File: src/hdl/paged_block_allocator_macros.svh
// Assertion macros shared by the allocator modules.
`ifndef PAGED_BLOCK_ALLOCATOR_MACROS_SVH
`define PAGED_BLOCK_ALLOCATOR_MACROS_SVH

// Same-cycle implication, checked on every clock edge outside reset.
`define PBA_ASSERT_IMP(lbl, ante, cons, msg) \
  lbl: assert property (@(posedge clk) disable iff (rst) (ante) |-> (cons)) else $error(msg);

// Next-cycle implication.
`define PBA_ASSERT_NXT(lbl, ante, cons, msg) \
  lbl: assert property (@(posedge clk) disable iff (rst) (ante) |=> (cons)) else $error(msg);

`endif

File: src/hdl/pba_pkg.sv
// Package with constants, codes and shared types of the paged block allocator.
package pba_pkg;
  localparam int NUM_BLOCKS  = 256;
  localparam int BLK_W       = $clog2(NUM_BLOCKS);
  localparam int CNT_W       = $clog2(NUM_BLOCKS + 1);
  localparam int PAGE_TOKENS = 16;
  localparam int PAGE_SHIFT  = $clog2(PAGE_TOKENS);
  localparam int MAX_SLOTS   = 8;
  localparam int SLOT_W      = $clog2(MAX_SLOTS);
  localparam int MAX_PAGES   = 16;
  localparam int PAGE_W      = $clog2(MAX_PAGES);
  localparam int HELD_W      = PAGE_W + 1;
  localparam int LIVE_W      = SLOT_W + 1;
  localparam int TOK_W       = 9;
  localparam int NEED_W      = 6;
  localparam int INIT_W      = 5;
  localparam int PT_AW       = SLOT_W + PAGE_W;
  localparam int ADDR_W      = 3;

  localparam logic [1:0] CMD_FINISH = 2'd0;
  localparam logic [1:0] CMD_GROW   = 2'd1;
  localparam logic [1:0] CMD_ADMIT  = 2'd2;

  localparam logic [ADDR_W-1:0] ADDR_INIT_BLOCKS = 3'd0;

  typedef enum logic [2:0] {
    K_MAPPED    = 3'd0,
    K_RELEASED  = 3'd1,
    K_PREEMPTED = 3'd2,
    K_REFUSED   = 3'd3,
    K_NOTHING   = 3'd4,
    K_ERROR     = 3'd5
  } pba_kind_t;

  typedef struct packed {
    logic             take;
    logic             give;
    logic [BLK_W-1:0] give_block;
  } pba_fl_op_t;

  typedef struct packed {
    logic             ready;
    logic [CNT_W-1:0] count;
  } pba_fl_stat_t;
endpackage

File: src/hdl/pba_page_table.sv
// Page table memory: one block number per slot and page, registered read.
module pba_page_table (
  input  logic                  clk,
  input  logic                  wr_en,
  input  logic [pba_pkg::PT_AW-1:0] waddr,
  input  logic [pba_pkg::BLK_W-1:0] wdata,
  input  logic                  rd_en,
  input  logic [pba_pkg::PT_AW-1:0] raddr,
  output logic [pba_pkg::BLK_W-1:0] rdata
);
  import pba_pkg::*;

  logic [BLK_W-1:0] mem [MAX_SLOTS*MAX_PAGES];

  always_ff @(posedge clk) begin
    if (wr_en) begin
      mem[waddr] <= wdata;
    end
    if (rd_en) begin
      rdata <= mem[raddr];
    end
  end
endmodule

File: src/hdl/pba_free_list.sv
// Free block FIFO: memory, head pointer, fill count and the clearing pass after reset.
`include "paged_block_allocator_macros.svh"
module pba_free_list (
  input  logic                  clk,
  input  logic                  rst,
  input  pba_pkg::pba_fl_op_t   op,
  output pba_pkg::pba_fl_stat_t stat,
  output logic [pba_pkg::BLK_W-1:0] rdata
);
  import pba_pkg::*;

  logic [BLK_W-1:0] mem [NUM_BLOCKS];
  logic [BLK_W-1:0] head;
  logic [CNT_W-1:0] count;
  logic [BLK_W-1:0] clr_idx;
  logic             clearing;
  logic [BLK_W-1:0] tail;
  logic             wr_en;
  logic [BLK_W-1:0] waddr;
  logic [BLK_W-1:0] wdata;

  assign tail  = head + count[BLK_W-1:0];
  assign wr_en = clearing || op.give;
  assign waddr = clearing ? clr_idx : tail;
  assign wdata = clearing ? clr_idx : op.give_block;
  assign stat.ready = !clearing;
  assign stat.count = count;

  // The reset image holds block i at entry i; one entry is written per cycle.
  always_ff @(posedge clk) begin
    if (rst) begin
      head     <= '0;
      count    <= CNT_W'(NUM_BLOCKS);
      clr_idx  <= '0;
      clearing <= 1'b1;
    end else begin
      if (clearing) begin
        clr_idx <= clr_idx + BLK_W'(1);
        if (clr_idx == BLK_W'(NUM_BLOCKS - 1)) begin
          clearing <= 1'b0;
        end
      end
      if (op.take) begin
        head  <= head + BLK_W'(1);
        count <= count - CNT_W'(1);
      end else if (op.give && count < CNT_W'(NUM_BLOCKS)) begin
        count <= count + CNT_W'(1);
      end
    end
  end

  always_ff @(posedge clk) begin
    if (wr_en) begin
      mem[waddr] <= wdata;
    end
    if (op.take) begin
      rdata <= mem[head];
    end
  end

  `PBA_ASSERT_IMP(a_take_nonempty, op.take, count != '0, "take from empty free list")
  `PBA_ASSERT_IMP(a_give_room, op.give, count < CNT_W'(NUM_BLOCKS), "give to full free list")
  `PBA_ASSERT_IMP(a_no_op_clearing, clearing, !op.take && !op.give, "access during clear")
endmodule

File: src/hdl/paged_block_allocator.sv
// Top level of the paged block allocator: command sequencer, slot state and result register.
//
//  channel   handshake                        payload
//  request   req_valid / req_ready            cmd, slot, token_count
//  result    res_valid / res_ready            kind, out_slot, page, block, last
//  config    psel, penable, pwrite, pready    paddr, pwdata, prdata (init_blocks at 0)
//
// One request is processed at a time. An admit issues one free list read and then maps one
// block per cycle while the result is not stalled; a finish walks the slot's page table one
// entry per cycle and then emits its result, and each preemption inside a grow walks the
// victim's page table the same way. The free list and page table memories each have one
// registered read. After reset a clearing pass fills the free list memory; no request is
// taken until it ends. A stalled result holds the sequencer until it is taken.
`include "paged_block_allocator_macros.svh"
module paged_block_allocator (
  input  logic                           clk,
  input  logic                           rst,
  input  logic                           psel,
  input  logic                           penable,
  input  logic                           pwrite,
  input  logic [pba_pkg::ADDR_W-1:0]     paddr,
  input  logic [31:0]                    pwdata,
  output logic [31:0]                    prdata,
  output logic                           pready,
  input  logic                           req_valid,
  output logic                           req_ready,
  input  logic [1:0]                     cmd,
  input  logic [pba_pkg::SLOT_W-1:0]     slot,
  input  logic [pba_pkg::TOK_W-1:0]      token_count,
  output logic                           res_valid,
  input  logic                           res_ready,
  output logic [2:0]                     kind,
  output logic [pba_pkg::SLOT_W-1:0]     out_slot,
  output logic [pba_pkg::PAGE_W-1:0]     page,
  output logic [7:0]                     block,
  output logic                           last
);
  import pba_pkg::*;

  typedef enum logic [2:0] {
    S_IDLE, S_REL, S_GROW, S_TAKE_RD, S_TAKE_WR, S_EMIT
  } state_t;

  state_t state;

  // Configuration.
  logic [INIT_W-1:0] init_blocks;

  // Per-slot state and admission order.
  logic [HELD_W-1:0] held    [MAX_SLOTS];
  logic [HELD_W-1:0] init_pg [MAX_SLOTS];
  logic [MAX_SLOTS-1:0] live;
  logic [SLOT_W-1:0] order [MAX_SLOTS];
  logic [LIVE_W-1:0] live_count;

  // Sequencer registers.
  logic [SLOT_W-1:0] cur_slot;
  logic [SLOT_W-1:0] rel_slot;
  logic              rel_pre;
  logic              is_admit;
  logic [HELD_W-1:0] pg;
  logic [HELD_W-1:0] left;
  logic [HELD_W-1:0] need_r;
  logic [HELD_W-1:0] rel_j;
  logic              pend;
  pba_kind_t         em_kind;
  logic [SLOT_W-1:0] em_slot;
  logic              em_last;
  state_t            em_next;
  pba_kind_t         res_kind;

  // Memory interfaces.
  pba_fl_op_t        fl_op;
  pba_fl_stat_t      fl_stat;
  logic [BLK_W-1:0]  fl_rdata;
  logic              pt_wr;
  logic              pt_rd;
  logic [PT_AW-1:0]  pt_waddr;
  logic [PT_AW-1:0]  pt_raddr;
  logic [BLK_W-1:0]  pt_rdata;

  // Combinational helpers.
  logic              can_emit;
  logic              req_acc;
  logic [SLOT_W-1:0] sel_slot;
  logic [HELD_W-1:0] sel_held;
  logic [HELD_W-1:0] sel_init;
  logic              sel_live;
  logic [HELD_W-1:0] grown;
  logic [HELD_W-1:0] rel_pg;
  logic              rel_done;
  logic [NEED_W-1:0] need_tok;
  logic [NEED_W-1:0] need;
  logic [TOK_W-1:0]  grow_bound;
  logic [SLOT_W-1:0] victim;
  logic [SLOT_W-1:0] order_rm [MAX_SLOTS];
  logic              rm_found;

  pba_free_list u_free_list (
    .clk   (clk),
    .rst   (rst),
    .op    (fl_op),
    .stat  (fl_stat),
    .rdata (fl_rdata)
  );

  pba_page_table u_page_table (
    .clk   (clk),
    .wr_en (pt_wr),
    .waddr (pt_waddr),
    .wdata (fl_rdata),
    .rd_en (pt_rd),
    .raddr (pt_raddr),
    .rdata (pt_rdata)
  );

  // Configuration port: one register, written in the access phase.
  assign pready = 1'b1;
  assign prdata = (paddr == ADDR_INIT_BLOCKS) ? 32'(init_blocks) : 32'd0;

  always_ff @(posedge clk) begin
    if (rst) begin
      init_blocks <= INIT_W'(1);
    end else if (psel && penable && pwrite && paddr == ADDR_INIT_BLOCKS) begin
      init_blocks <= pwdata[INIT_W-1:0];
    end
  end

  assign can_emit  = !res_valid || res_ready;
  assign req_ready = (state == S_IDLE) && fl_stat.ready;
  assign req_acc   = req_valid && req_ready;
  assign kind      = res_kind;

  // The slot state has one read port; the sequencer state picks whose entry it shows.
  always_comb begin
    case (state)
      S_IDLE:  sel_slot = slot;
      S_REL:   sel_slot = rel_slot;
      default: sel_slot = cur_slot;
    endcase
  end
  assign sel_held = held[sel_slot];
  assign sel_init = init_pg[sel_slot];
  assign sel_live = live[sel_slot];

  // Admit size: one page per PAGE_TOKENS tokens plus the next token, at least init_blocks.
  assign need_tok   = NEED_W'((10'(token_count) + 10'(PAGE_TOKENS)) >> PAGE_SHIFT);
  assign need       = (NEED_W'(init_blocks) > need_tok) ? NEED_W'(init_blocks) : need_tok;
  assign grow_bound = TOK_W'(sel_held) << PAGE_SHIFT;

  // A release returns the grown pages newest first, then the initial pages in order.
  assign grown    = sel_held - sel_init;
  assign rel_pg   = (rel_j < grown) ? (sel_held - HELD_W'(1) - rel_j) : (rel_j - grown);
  assign rel_done = (state == S_REL) && (rel_j == sel_held) && !pend;
  assign victim   = order[live_count[SLOT_W-1:0] - SLOT_W'(1)];

  assign pt_rd    = (state == S_REL) && (rel_j < sel_held);
  assign pt_raddr = {rel_slot, rel_pg[PAGE_W-1:0]};
  assign pt_wr    = (state == S_TAKE_WR) && can_emit;
  assign pt_waddr = {cur_slot, pg[PAGE_W-1:0]};

  always_comb begin
    fl_op.take = (state == S_TAKE_RD)
              || ((state == S_TAKE_WR) && can_emit && left != HELD_W'(1))
              || ((state == S_GROW) && fl_stat.count != '0);
    fl_op.give       = (state == S_REL) && pend;
    fl_op.give_block = pt_rdata;
  end

  // Admission order with the released slot taken out and the rest closed up.
  always_comb begin
    rm_found = 1'b0;
    for (int i = 0; i < MAX_SLOTS; i++) begin
      if (LIVE_W'(i) < live_count && order[i] == rel_slot) begin
        rm_found = 1'b1;
      end
      if (rm_found && i < MAX_SLOTS - 1) begin
        order_rm[i] = order[i + 1];
      end else begin
        order_rm[i] = order[i];
      end
    end
  end

  always_ff @(posedge clk) begin
    if (rst) begin
      state      <= S_IDLE;
      live       <= '0;
      live_count <= '0;
      res_valid  <= 1'b0;
      for (int i = 0; i < MAX_SLOTS; i++) begin
        held[i]    <= '0;
        init_pg[i] <= '0;
      end
    end else begin
      if (res_ready) begin
        res_valid <= 1'b0;
      end
      case (state)
        S_IDLE: begin
          if (req_acc) begin
            em_kind <= K_ERROR;
            em_slot <= slot;
            em_last <= 1'b1;
            em_next <= S_IDLE;
            state   <= S_EMIT;
            if ({1'b0, slot} >= LIVE_W'(MAX_SLOTS)) begin
              em_kind <= K_ERROR;
            end else begin
              case (cmd)
                CMD_FINISH: begin
                  if (sel_live) begin
                    rel_slot <= slot;
                    rel_pre  <= 1'b0;
                    rel_j    <= '0;
                    pend     <= 1'b0;
                    state    <= S_REL;
                  end else begin
                    em_kind <= K_NOTHING;
                  end
                end
                CMD_GROW: begin
                  if (!sel_live) begin
                    em_kind <= K_ERROR;
                  end else if (token_count != grow_bound) begin
                    em_kind <= K_NOTHING;
                  end else if (sel_held >= HELD_W'(MAX_PAGES)) begin
                    em_kind <= K_ERROR;
                  end else begin
                    cur_slot <= slot;
                    is_admit <= 1'b0;
                    state    <= S_GROW;
                  end
                end
                CMD_ADMIT: begin
                  if (sel_live) begin
                    em_kind <= K_REFUSED;
                  end else if (need > NEED_W'(MAX_PAGES)) begin
                    em_kind <= K_ERROR;
                  end else if (fl_stat.count < CNT_W'(need)) begin
                    em_kind <= K_REFUSED;
                  end else begin
                    cur_slot <= slot;
                    is_admit <= 1'b1;
                    pg       <= '0;
                    left     <= HELD_W'(need);
                    need_r   <= HELD_W'(need);
                    state    <= S_TAKE_RD;
                  end
                end
                default: begin
                  em_kind <= K_ERROR;
                end
              endcase
            end
          end
        end
        S_REL: begin
          if (pt_rd) begin
            rel_j <= rel_j + HELD_W'(1);
            pend  <= 1'b1;
          end else begin
            pend <= 1'b0;
          end
          if (rel_done) begin
            held[rel_slot]    <= '0;
            init_pg[rel_slot] <= '0;
            live[rel_slot]    <= 1'b0;
            if (rm_found) begin
              for (int i = 0; i < MAX_SLOTS; i++) begin
                order[i] <= order_rm[i];
              end
              live_count <= live_count - LIVE_W'(1);
            end
            em_slot <= rel_slot;
            if (rel_pre) begin
              em_kind <= K_PREEMPTED;
              em_last <= (rel_slot == cur_slot);
              em_next <= (rel_slot == cur_slot) ? S_IDLE : S_GROW;
            end else begin
              em_kind <= K_RELEASED;
              em_last <= 1'b1;
              em_next <= S_IDLE;
            end
            state <= S_EMIT;
          end
        end
        S_GROW: begin
          if (fl_stat.count == '0 && live_count != '0) begin
            rel_slot <= victim;
            rel_pre  <= 1'b1;
            rel_j    <= '0;
            pend     <= 1'b0;
            state    <= S_REL;
          end else if (fl_stat.count == '0) begin
            em_kind <= K_ERROR;
            em_slot <= cur_slot;
            em_last <= 1'b1;
            em_next <= S_IDLE;
            state   <= S_EMIT;
          end else begin
            pg    <= sel_held;
            left  <= HELD_W'(1);
            state <= S_TAKE_WR;
          end
        end
        S_TAKE_RD: begin
          state <= S_TAKE_WR;
        end
        S_TAKE_WR: begin
          if (can_emit) begin
            res_valid <= 1'b1;
            res_kind  <= K_MAPPED;
            out_slot  <= cur_slot;
            page      <= pg[PAGE_W-1:0];
            block     <= fl_rdata;
            last      <= (left == HELD_W'(1));
            pg        <= pg + HELD_W'(1);
            left      <= left - HELD_W'(1);
            if (left == HELD_W'(1)) begin
              state <= S_IDLE;
              if (is_admit) begin
                held[cur_slot]    <= need_r;
                init_pg[cur_slot] <= need_r;
                live[cur_slot]    <= 1'b1;
                if (live_count < LIVE_W'(MAX_SLOTS)) begin
                  order[live_count[SLOT_W-1:0]] <= cur_slot;
                  live_count <= live_count + LIVE_W'(1);
                end
              end else begin
                held[cur_slot] <= pg + HELD_W'(1);
              end
            end
          end
        end
        S_EMIT: begin
          if (can_emit) begin
            res_valid <= 1'b1;
            res_kind  <= em_kind;
            out_slot  <= em_slot;
            page      <= '0;
            block     <= '0;
            last      <= em_last;
            state     <= em_next;
          end
        end
        default: begin
          state <= S_IDLE;
        end
      endcase
    end
  end

  `PBA_ASSERT_IMP(a_live_count, 1'b1, $countones(live) == 32'(live_count), "live count mismatch")
  `PBA_ASSERT_IMP(a_take_left, state == S_TAKE_WR, left != '0, "mapping with nothing left")
  `PBA_ASSERT_NXT(a_rel_clears, rel_done, !live[rel_slot], "released slot still live")
endmodule
File: config.mk
export PLATFORM = sky130hd
export DESIGN_NAME = paged_block_allocator
export DESIGN_NICKNAME = d
export VERILOG_FILES = /design/src/hdl/pba_pkg.sv /design/src/hdl/pba_page_table.sv /design/src/hdl/pba_free_list.sv /design/src/hdl/paged_block_allocator.sv
export VERILOG_INCLUDE_DIRS = /design/src /design/src/hdl
export SDC_FILE = /design/constraint.sdc
export NUM_CORES = 2
export LEC_CHECK = 0
export BUFFER_PORTS_ARGS = -buffer_cell sky130_fd_sc_hd__buf_2
export CELL_PAD_IN_SITES_DETAIL_PLACEMENT = 1
export CELL_PAD_IN_SITES_GLOBAL_PLACEMENT = 1
export CORE_ASPECT_RATIO = 0.5
export CORE_MARGIN = 10
export CORE_UTILIZATION = 59
export DETAILED_ROUTE_END_ITERATION = 8
export PLACE_DENSITY_LB_ADDON = 0.1
export SKIP_CTS_REPAIR_TIMING = 1
export SLEW_MARGIN = 0
export SYNTH_ARGS = -nofsm -noshare
export SYNTH_HDL_FRONTEND = slang
export SYNTH_SLANG_ARGS = --single-unit
File: constraint.sdc
create_clock -name clk -period 24.9 [get_ports clk]
set_clock_uncertainty 0.1 [all_clocks]
set_input_delay 2.49 -clock clk [delete_from_list [all_inputs] [get_ports clk]]
set_output_delay 2.49 -clock clk [all_outputs]
set_load 0.01 [all_outputs]
==> impl_metrics.py <==
metrics = {
    "die": {
        "coreArea_sq_um": 225000,
        "die_h_um": 356,
        "start_util_pct": 59.2,
        "die_x_um": 691,
        "dieArea_sq_um": 246000,
        "num_rows": 123,
        "io_pins": 110,
    },
    "global_route": {
        "grt_max_degree": 233,
        "grt_pass1_wl_mm": 529,
        "grt_pass1_vias": 74800,
        "grt_use_total_pct": 29.1,
        "gr-total-overflow": 0,
        "antenna_found_initial": 15,
    },
    "layout": {
        "final_cells": 10700,
        "synthToLayoutAreaGrowth_pct": 9.54,
        "final_area_sq_um": 146000,
        "final_layout_size_suffix_gt1_share_pct": 18.0,
        "final_nets": 7596,
    },
    "setup_path": {
        "required_ns": 25.36,
        "crit_type": "input port to flop",
        "start_kind": "input port",
        "worstPathArrival_ns": 12.01,
        "crit_path_end_kind": "flop",
        "cp_max_fo": 60,
    },
    "pwr": {
        "p_per_area_nw_per_um2": 79.5,
        "fin_total_pwr_mw": 11.6,
        "leakage_nw": 45.6,
        "peakVddDrop_v": 0.0000673,
    },
    "worst_hold_path": {
        "worst_hold_path_type": "flop to flop",
    },
    "routing": {
        "drtAntennaViolNets": 0,
        "drt-initial-drc-count": 9147,
        "drt-pass1-iter-count": 6,
        "drt_wl_total_mm": 363,
        "wl_per_cell_um": 33.8,
        "vias": 72500,
        "drc": 0,
        "vias_per_cell": 6.76,
    },
    "clock_tree": {
        "ctsHtreeMaxLevel": 5,
        "numClockSinks": 3295,
        "path_clk_slew_ns": 0.07,
        "cts_buffers": 288,
        "clk_latency_ns": 0.87,
        "cts_tree": "yes",
        "clock_tree.buffer_depth": 4,
        "cts-root-buf": "clkbuf_16",
    },
    "synth": {
        "synth-edff-count": 3248,
        "yosysSeqAreaShare_pct": 74.1,
        "ys_types": 73,
        "synth_commonest_cells": "3248 x edfxtp_1, 871 x nand2_1, 699 x mux4_2",
        "synth_largest_area_cell": "edfxtp_1",
        "syn_avg_cell_area_sq_um": 17.9,
        "synthFlopType": "edfxtp_1",
        "async_flop_share_pct": 0,
        "syn_inst": 7445,
        "ys_seq_elements": 3295,
        "synth_most_common_cell": "edfxtp_1",
        "synth.yosys.warnings": 0,
        "syn_area_sq_um": 133000,
        "synth_top_area_share_pct": 73.4,
        "yosys-top-cells-area": "edfxtp_1 73%, mux4_2 12%, nand2_1 2.5%",
    },
    "sta": {
        "finalCriticalPeriod_ns": 11.55,
        "hold_viol_final": 0,
        "worst_pin_slew_ns": 1.38,
        "rsz0062_at_grt": "false",
        "relSlewSlack_pct": 5.37,
        "finalCritPeriodShare_pct": 46.4,
        "max_clock_freq_mhz": 86.6,
        "setup_viol": 0,
        "maxSlewViolCount": 0,
        "fin_setup_tns_ns": 0,
    },
    "outcome": {
        "status": "finished clean",
    },
    "place": {
        "dp.cells": 10200,
        "portBuffers": 54,
        "gp_congestion": 0.865,
        "dp_hpwl_mm": 222,
        "dpl_cell_area_sq_um": 137000,
    },
    "job": {
        "maxCapViolCount": 0,
    },
}
==> final timing paths <==
path	endpoint	cells after the start	from	slack (ns)
worst max-delay path	u_page_table.rdata[2]$_DFFE_PP_	27	slot[1]	13.35
worst min-delay path	live[2]$_SDFFE_PP0P_	2	live[2]$_SDFFE_PP0P_	0.39
worst max register to register	u_page_table.rdata[2]$_DFFE_PP_	26	state[2]$_SDFFE_PP0P_	14.15
worst min register to register	live[2]$_SDFFE_PP0P_	2	live[2]$_SDFFE_PP0P_	0.39
==> per-stage QoR <==
step                setup slack, ns  utilization (%)  hold slack, ns
CTS                           13.71             64.8           0.388
detailed placement            12.91             60.8           0.377
global route                  13.13             64.8           0.414
floorplan                     11.79                -           0.348
finish                        13.35             64.9           0.389
global placement              13.12             60.8           0.365
==> registers in the layout, summed over array words and instances (netlist names), 9 cells and up <==
signal / count
init_pg: 40
u_free_list.mem: 2048
u_free_list.count: 9
order: 24
u_page_table.mem: 1024
held: 40
==> power by group <==
group	switching, mW	internal (mW)	leakage, nW
Sequential	0.00342	6.05	29.9
Clock	2.01	2.44	4.40
Combinational	0.776	0.302	11.3
Total	2.79	8.79	45.6
==> kinds of logic (layout without fill, tap and decap cells) <==
logic type / Yosys count / count (layout) / share of synthesized area, %
xor+xnor: 80 / 80 / 0.527
other cells: 2 / 39 / 0.00565
fa+ha+maj: 55 / 55 / 0.546
buf+inv: 534 / 769 / 1.67
compound gates: 693 / 693 / 3.61
mux: 914 / 914 / 13.5
flops: 3295 / 3295 / 74.1
simple gates: 1872 / 1872 / 6.06
==> placed cells by master (no fill, tap or decap), types with 73 or more instances in the layout <==
cell type  count
a211oi_1      73
a21oi_1      114
buf_4        133
clkbuf_16    298
edfxtp_1    3248
mux2i_1      163
mux4_2       699
nand2_1      869
nand4_1      164
nor2_1       558
o211ai_1     131
==> final cells by class <==
type / count / area (sq um)
Inverter: 61 / 229
Multi-Input combinational cell: 3642 / 32600
Clock buffer: 371 / 7740
Clock inverter: 140 / 1290
Sequential cell: 3295 / 98500
Timing Repair Buffer: 197 / 1470
Fill cell: 18700 / 78900
Tap cell: 3000 / 3750
Antenna cell: 11 / 27.5
==> per-layer routing <==
metal	global-route usage, %	routed length, um	vias up
li1	-	-	29700
met1	40.7	143000	38300
met2	46.6	174000	3717
met3	5.33	31200	726
met4	10.4	14500	8
met5	0	62	-
==> critical path, cell delays in order <==
cell and delay, ns:
buf_2 0.13, mux2i_1 0.12, nand2_1 0.09, o21ai_2 0.08
buf_4 0.38, mux4_2 0.60, mux2i_1 0.57, ha_1 0.33
fa_1 0.22, inv_1 0.05, a21o_1 0.17, a21oi_1 0.17
xnor2_1 0.11, xnor2_1 0.28, ha_1 0.53, or3b_2 0.21
o211ai_1 0.17, a211oi_4 0.21, buf_4 0.55, buf_4 0.68
buf_4 0.75, buf_4 0.61, mux2i_1 0.32, mux2_2 0.21
o2111ai_1 0.31, a2111oi_0 1.19, nand4_1 0.22
(Power assumes the default switching activity.)
